<file path="config.mk">
export PLATFORM = sky130hd
export DESIGN_NAME = hvd_cell
export DESIGN_NICKNAME = d
export VERILOG_FILES = /design/src/hw/rtl/hvd_pkg.sv /design/src/hw/rtl/hvd_cell.sv
export SDC_FILE = /design/constraint.sdc
export NUM_CORES = 2
export LEC_CHECK = 0
export BUFFER_PORTS_ARGS = -buffer_cell sky130_fd_sc_hd__buf_2
export CAP_MARGIN = 20
export CORE_MARGIN = 10
export CORE_UTILIZATION = 45
export DETAILED_ROUTE_END_ITERATION = 8
export GPL_TIMING_DRIVEN = 0
export SLEW_MARGIN = 5
export SYNTH_ARGS = -nofsm -noshare
export SYNTH_HDL_FRONTEND = slang
export SYNTH_SLANG_ARGS = --single-unit
</file>
<file path="constraint.sdc">
create_clock -name clock -period 10.9 [get_ports clock]
set_clock_uncertainty 0.05 [all_clocks]
set_input_delay 1.635 -clock clock [delete_from_list [all_inputs] [get_ports clock]]
set_output_delay 1.635 -clock clock [all_outputs]
set_load 0.02 [all_outputs]
</file>
<file path="src/hw/rtl/hvd_pkg.sv">
package hvd_pkg;

   localparam int NUM_STATES  = 16;
   localparam int NUM_SYMBOLS = 16;
   localparam int NUM_STEPS   = 64;
   localparam int PROB_W      = 16;
   localparam int SCORE_W     = 2 * PROB_W;
   localparam int STATE_W     = 4;
   localparam int SYMBOL_W    = 4;
   localparam int COUNT_W     = 5;
   localparam int STEP_W      = 6;

   // request opcodes; the reserved codes are accepted and ignored
   typedef enum logic [2:0] {
      OP_LOAD_TRANS = 3'd0,
      OP_LOAD_EMIS  = 3'd1,
      OP_LOAD_INIT  = 3'd2,
      OP_OBSERVE    = 3'd3,
      OP_TRACEBACK  = 3'd4,
      OP_RESERVED_5 = 3'd5,
      OP_RESERVED_6 = 3'd6,
      OP_RESERVED_7 = 3'd7
   } opcode_type;

   // configuration register indexes
   localparam logic CSR_STATE_COUNT  = 1'b0;
   localparam logic CSR_SYMBOL_COUNT = 1'b1;

   // control bundle broadcast from the sequencer to every cell
   typedef struct packed {
      logic                  wr_trans;
      logic                  wr_emis;
      logic                  wr_init;
      logic [STATE_W-1:0]    wr_row;
      logic [STATE_W-1:0]    wr_col;
      logic [PROB_W-1:0]     wr_data;
      logic [COUNT_W-1:0]    n_act;
      logic [SYMBOL_W-1:0]   sym;
      logic                  sym_ok;
      logic                  ring_load;
      logic                  ring_shift;
      logic                  acs_clear;
      logic                  acs_mul;
      logic [STATE_W-1:0]    step;
      logic                  seed;
      logic                  finish;
      logic                  norm_shift;
   } ctrl_type;

endpackage

</file>
<file path="src/hw/rtl/hvd_cell.sv">
module hvd_cell (
   input  logic                          clock,
   input  logic                          reset,
   input  logic [hvd_pkg::STATE_W-1:0]   cell_id,
   input  hvd_pkg::ctrl_type             ctrl,
   input  logic [hvd_pkg::SCORE_W-1:0]   ring_in,
   output logic [hvd_pkg::SCORE_W-1:0]   ring_out,
   output logic [hvd_pkg::STATE_W-1:0]   bp_out
);
   import hvd_pkg::*;

   // tables owned by this destination state
   logic [PROB_W-1:0] trans_mem [NUM_STATES];
   logic [PROB_W-1:0] emis_mem  [NUM_SYMBOLS];
   logic [PROB_W-1:0] init_ff;

   logic [SCORE_W-1:0] score_ff;
   logic [SCORE_W-1:0] ring_ff;
   logic [SCORE_W-1:0] cand_ff;
   logic [STATE_W-1:0] cand_j_ff;
   logic               cand_vld_ff;
   logic [SCORE_W-1:0] best_ff;
   logic [STATE_W-1:0] bi_ff;
   logic [STATE_W-1:0] bp_ff;

   logic                      cell_act;
   logic [STATE_W-1:0]        pred;
   logic                      pred_act;
   logic [PROB_W-1:0]         emis_val;
   logic [SCORE_W+PROB_W-1:0] cand_prod;
   logic [SCORE_W-1:0]        seed_prod;
   logic [SCORE_W+PROB_W-1:0] fin_prod;
   logic                      take;

   assign cell_act  = {1'b0, cell_id} < ctrl.n_act;
   assign pred      = cell_id + ctrl.step;
   assign pred_act  = {1'b0, pred} < ctrl.n_act;
   assign emis_val  = ctrl.sym_ok ? emis_mem[ctrl.sym] : '0;
   assign cand_prod = ring_ff * trans_mem[pred];
   assign seed_prod = init_ff * emis_val;
   assign fin_prod  = best_ff * emis_val;

   // strict greater wins; among equal nonzero maxima the lowest index wins
   assign take = cand_vld_ff &&
                 ((cand_ff > best_ff) ||
                  (cand_ff == best_ff && cand_ff != '0 && cand_j_ff < bi_ff));

   // table loads
   always_ff @(posedge clock) begin
      if (ctrl.wr_trans && ctrl.wr_col == cell_id) begin
         trans_mem[ctrl.wr_row] <= ctrl.wr_data;
      end
      if (ctrl.wr_emis && ctrl.wr_row == cell_id) begin
         emis_mem[ctrl.wr_col] <= ctrl.wr_data;
      end
      if (ctrl.wr_init && ctrl.wr_row == cell_id) begin
         init_ff <= ctrl.wr_data;
      end
   end

   // ring stage and candidate multiply
   always_ff @(posedge clock) begin
      if (ctrl.ring_load) begin
         ring_ff <= score_ff;
      end else if (ctrl.ring_shift) begin
         ring_ff <= ring_in;
      end
      cand_ff   <= cand_prod[SCORE_W+PROB_W-1:PROB_W];
      cand_j_ff <= pred;
   end

   always_ff @(posedge clock) begin
      if (reset) begin
         cand_vld_ff <= 1'b0;
      end else begin
         cand_vld_ff <= ctrl.acs_mul && pred_act;
      end
   end

   // compare-select
   always_ff @(posedge clock) begin
      if (ctrl.acs_clear) begin
         best_ff <= '0;
         bi_ff   <= '0;
      end else if (take) begin
         best_ff <= cand_ff;
         bi_ff   <= cand_j_ff;
      end
   end

   // path score update
   always_ff @(posedge clock) begin
      if (ctrl.seed) begin
         score_ff <= cell_act ? seed_prod : '0;
         bp_ff    <= '0;
      end else if (ctrl.finish) begin
         score_ff <= cell_act ? fin_prod[SCORE_W+PROB_W-1:PROB_W] : '0;
         bp_ff    <= cell_act ? bi_ff : '0;
      end else if (ctrl.norm_shift) begin
         score_ff <= {score_ff[SCORE_W-2:0], 1'b0};
      end
   end

   assign ring_out = ring_ff;
   assign bp_out   = bp_ff;

endmodule

</file>
## Word level (Yosys, flattened, before mapping)

Memories as Yosys holds them, arrays and structs flattened.
Cells that the tools add are included.
Widths: inputs -> output; s select.

| operators by class | value |
|---|---|
| add/subtract/negate cells | 1 |
| $mul | 3 |
| $lt $le $gt $ge | 4 |
| equality and inequality tests | 3 |
| multiplexer cells | 13 |
| reductions and logical operators | 11 |

Operators with widths:

| kind | count |
|---|---|
| $mux 32 | 7 |
| $mul 32x16->48 | 2 |
| $eq 32x32->1 | 1 |
| $gt 32x32->1 | 1 |
| $mul 16x16->32 | 1 |
| $reduce_bool 32->1 | 1 |
| $mux 16 | 1 |
| $lt 4x5->1 | 2 |
| $eq 4x4->1 | 2 |
| $logic_and 1x1->1 | 7 |
| $add 4x4->4 | 1 |
| $lt 4x4->1 | 1 |
| $mux 1 | 4 |
| $mux 4 | 1 |
| $reduce_bool 3->1 | 1 |
| $reduce_bool 2->1 | 1 |
| $logic_or 1x1->1 | 1 |

| storage, ports and cells | value |
|---|---|
| flip-flop bits (word level) | 157 |
| RAM bits | 512 |
| output and inout bits | 36 |
| memories | 2 |

Memory list:

| memory | depth | width | read ports | clocked after memory_dff | wr ports | line | text |
|---|---|---|---|---|---|---|---|
| emis_mem | 16 | 16 | 1 | 0 | 1 | hvd_cell.sv:14 | `logic [PROB_W-1:0] emis_mem [NUM_SYMBOLS];` |
| trans_mem | 16 | 16 | 1 | 0 | 1 | hvd_cell.sv:13 | `logic [PROB_W-1:0] trans_mem [NUM_STATES];` |

## Longest topological paths before layout

An unclocked memory read counts as a cell.

| depth | value |
|---|---|
| depth in word-level cells | 6 |
| gate-level depth with buffers | 34 |

## Least setup slack after synthesis

No wires, ideal clock.

| path | value |
|---|---|
| kind | input to register |
| start point | input cell_id[0] in the netlist's numbering |
| end point | register cand_ff[16] |
| library setup time | 0.072 ns |
| data arrival time | 9.987 ns |
| data required time | 10.778 ns |
| setup slack | 0.791 ns |
| cell stages on the path | 31 |
| buffers on the path | 4 |
| path through | ha_1 > fa_1 > clkbuf_1 > buf_1 > buf_1 > mux4_2 > mux2i_1 > a21oi_1 > clkbuf_1 > nand2_1 > fa_1 > inv_1 > fa_1 > inv_1 > fa_1 > fa_1 > fa_1 > fa_1 > inv_1 > ha_1 > a21o_1 > a21o_1 > a21o_1 > a221oi_1 > o31a_1 > o21ai_1 > a31o_1 > and3_1 > or3_4 > a21oi_2 > xnor2_1 |

| between the ends | value |
|---|---|
| longest elaborated chain between the ends | 3 |

Ends and longest elaborated chain:

| item | line | text |
|---|---|---|
| start, declared | hvd_cell.sv:4 | `input logic [hvd_pkg::STATE_W-1:0] cell_id,` |
| $add 4x4->4 | hvd_cell.sv:36 | `assign pred = cell_id + ctrl.step;` |
| named net pred[1] | hvd_cell.sv:27 | `logic [STATE_W-1:0] pred;` |
| $mem_v2 16x16 | - |  |
| $mul 32x16->48 | hvd_cell.sv:39 | `assign cand_prod = ring_ff * trans_mem[pred];` |
| named net cand_prod[32] | hvd_cell.sv:30 | `logic [SCORE_W+PROB_W-1:0] cand_prod;` |
| end signal, assigned | hvd_cell.sv:68 | `cand_ff <= cand_prod[SCORE_W+PROB_W-1:PROB_W];` |
| end, declared | hvd_cell.sv:19 | `logic [SCORE_W-1:0] cand_ff;` |

The timed path passes the listed nets, and every way through them passes these cells.
A chain may end at the register's enable or synchronous reset.

## Worst setup path in the final report

| path | value |
|---|---|
| start point | input ctrl[13] in the netlist's numbering |
| end point | register score_ff[24] (data pin) |

| between the ends | value |
|---|---|
| longest elaborated chain between the ends | 6 |

Ends and longest elaborated chain:

| item | line | text |
|---|---|---|
| start, declared | hvd_cell.sv:5 | `input hvd_pkg::ctrl_type ctrl,` |
| $mem_v2 16x16 (*) | - |  |
| $mux 16 (*) | hvd_cell.sv:38 | `assign emis_val = ctrl.sym_ok ? emis_mem[ctrl.sym] : '0;` |
| $mul 32x16->48 | hvd_cell.sv:41 | `assign fin_prod = best_ff * emis_val;` |
| $mux 32 | hvd_cell.sv:97 | `score_ff <= cell_act ? fin_prod[SCORE_W+PROB_W-1:PROB_W] : '0;` |
| $mux 32 | hvd_cell.sv:96 | `end else if (ctrl.finish) begin` |
| $mux 32 (*) | hvd_cell.sv:93 | `if (ctrl.seed) begin` |
| end signal, assigned | hvd_cell.sv:94 | `score_ff <= cell_act ? seed_prod : '0;` |
| end signal, assigned | hvd_cell.sv:97 |  |
| end signal, assigned | hvd_cell.sv:100 | `score_ff <= {score_ff[SCORE_W-2:0], 1'b0};` |
| end, declared | hvd_cell.sv:17 | `logic [SCORE_W-1:0] score_ff;` |

Every way passes the cells marked *; elsewhere a longest branch is shown, timed or not.

==> key figures <==
Critical path
  • Crit path kind: in2reg
  • Crit path largest cell delay: 660 ps
  • Crit-path most repeated cell: fa_1
  • Critical path's slowest cell: clkbuf_1
  • Cells on worst reg2reg path: 27
  • R2R Setup Slk: 1750 ps
  • Critical R2R Capture: score_ff[24]
  • Worst Path Required: 11250 ps
  • CP Launch Type: primary input
  • Worst reg2reg startpoint: emis_mem[4][1]
  • Crit-path max FO: 10
  • Worst path arrival time: 11100 ps
  • Critical path endpoint category: flip-flop

Routing
  • DR iter-0 viols: 4018
  • Final WL: 207 mm
  • Vias post-DR: 46111
  • # DRC: 0
  • Wirelength per Cell: 25.1 um
  • Pre-Repair DR Iteration Count: 7
  • Via/cell ratio: 5.59
  • Antenna-violating nets left: 0

Yosys
  • Seq/Total Area, Yosys: 29.2%
  • Syn Inst Count: 6040
  • Post-Syn Area: 66200 sq um
  • Post-synth top area share: 31.1%
  • Post-synth top area cell: fa_1
  • Post-synthesis cell type count: 78
  • Synthesized flop and latch total: around 670
  • Primary FF master, synth: edfxtp_1
  • Yosys Warn Count: 0
  • Syn Area/Cell: between 10 and 15 sq um
  • Syn Nets: 7537
  • Post-synth top cells: inv_1 (1182), fa_1 (1029), nand2_1 (902), edfxtp_1 (592), ha_1 (382)
  • Most numerous cell in the Yosys netlist: inv_1
  • Asr flop ratio synth: 0%
  • Synth area leaders: fa_1 (31%), edfxtp_1 (27%), ha_1 (7.2%), inv_1 (6.7%), nand2_1 (5.1%)
  • Post-synth EDFFs: 592

Floorplan
  • Die H: about 400 um
  • Num rows: 140
  • Core Box Area: 146000 sq um
  • Starting density of the core: 45.4%
  • Ports: 122
  • Die Footprint: 163000 sq um
  • Die W: 404 um

STA
  • Slew Viols, Final: 0
  • Setup Viol. Count Final: 0
  • Relative slew margins: 29.1%
  • Tmin final: 10750 ps
  • Fmax: 0.0930 GHz
  • Worst-margin pin slew: 1060 ps
  • Post-route clock period utilization: 98.6%
  • RSZ-0062 raised after global routing: yes
  • Final hold violation count: 0

Min path
  • Hold EP: bp_out[1]
  • Hold_sp: bp_out[1]
  • Hold path depth: 2
  • Worst hold path class: reg2reg

Clock tree
  • Root Driver: clkbuf_16
  • CTS tree: built
  • Clk_lat worst skew: 660 ps
  • CTS Hold Bufs: 0
  • CTS max path bufs: 3
  • TritonCTS Buffers: 69
  • Sink Count: 669
  • Worst-path clk slew: 60 ps
  • H-tree Lvls: 3

Global route
  • Met2 Use GR: 40.2%
  • Routing usage on met1: 34.2%
  • Grt met3 use: 5.95%
  • Initial antenna violation count: 16
  • First-pass GRT wire length: approximately 310 mm
  • Vias in the first global route: 48810
  • Gr busiest metal: met2
  • Remaining global-route overflow: 0
  • Pin count of the biggest net entering global routing: 34
  • Overall Global Routing Usage: 25.6%

Final layout
  • Area growth from synthesis to layout: 9.30%
  • Finished Layout Cells: 8247
  • Nets: 7762
  • # fillers: 13098
  • Share of cells above drive strength 1: 8.93%

Place
  • DP HPWL: 164 mm
  • Placed Instances: 8112
  • Placer's final routability congestion estimate: approximately 0.93
  • # port buffers: 111

Job
  • MaxCap Viol Count: 0

Status
  • Status: finished clean
## worst max-delay path: cells and delay by family
kind / cells / cell delay [ps]
buffers and inverters: 10 / 2670
XOR/XNOR: 1 / 190
AND/OR/NAND/NOR: 3 / 430
multiplexers: 2 / 670
AO/OA/AOI/OAI: 7 / 2030
adder cells (fa/ha/maj): 7 / 3430
## final cells by class
class	count	area, sq um	share of cell area [%]
Inverter	1182	4440	6.13
Sequential cell	669	19300	26.7
Multi-Input combinational cell	3867	41400	57.2
Tap cell	1917	2400	3.31
Clock buffer	80	1780	2.46
Antenna cell	14	35.0	0.0484
Timing Repair Buffer	158	1150	1.59
Buffer	318	1330	1.84
Clock inverter	42	502	0.693
## per-stage QoR
stage               hold slack [ps]  util, %  instance area [sq um]  setup TNS, ps  setup WS [ps]
global route                    440     49.6                  72400          -52.7          -52.7
detailed placement              400     47.9                  69800         -63590          -1980
global placement                395     47.4                  69200         -68710          -2000
finish                          407     49.6                  72400              0            149
floorplan                       405        -                  66200              0            791
CTS                             417     49.5                  72200              0          0.177
## repair_timing
item / in CTS / in global routing
setup endpoints to repair: 49 / 33
gates resized for setup: 48 / 60
buffers inserted: 0 / 3
## cell usage in the layout (no fill, tap or decap), drive strengths merged, types with 5 or more instances in the layout
cell and n:
ha 382, or3 7, a221oi 6, a22oi 23
nand3 35, mux4 134, a2111oi 5, bufinv 6
o21bai 9, fa 1029, buf 191, o211ai 8
and2 192, a21oi 132, o21ai 79, xnor2 67
a21boi 7, a21o 94, nand4 33, mux2 32
nor3 22, or2 8, o21a 13, inv 1188
xor2 36, a31oi 12, nand2 903, and3 275
edfxtp 592, nor2b 29, diode 14, nor4 11
clkbuf 364, mux2i 72, dfxtp 77, a41oi 9
a211oi 20, nand2b 24, clkinv 28, nor2 111
## kinds of logic after synthesis
kind of cell    after synthesis  synth area share (%)
buf+inv                    1504                  8.60
compound gates              452                  4.50
simple gates               1663                  11.8
mux                         238                  6.21
xor+xnor                    103                  1.37
fa+ha+maj                  1411                  38.3
flops                       669                  29.2
## worst max-delay path by stage
stage,slack [ps],cells past startpoint,start,to
after floorplan,790,31,cell_id[0],cand_ff[16]
after global placement,-2000,33,cell_id[0],cand_ff[31]
after detailed placement,-1980,32,cell_id[0],cand_ff[31]
after CTS,0.2,32,cell_id[0],cand_ff[31]
after global routing,-50,31,cell_id[0],cand_ff[31]
final,150,30,ctrl[13],score_ff[24]
## flip-flops by register name, summed over array words and instances (netlist names), 4 cells and up
name       cells
bi_ff          4
bp_out         4
ring_out      32
score_ff      32
cand_ff       32
trans_mem    256
best_ff       32
cand_j_ff      4
emis_mem     256
init_ff       16
## layer usage
layer	vias to the layer above	share of wire, %
met1	23874	41
met5	-	0.054
li1	19809	-
met3	421	9.2
met2	2001	45
met4	6	4.6
Power is not shown: default switching activity piles up to over one toggle a cycle in this logic, so the estimate is an artifact.
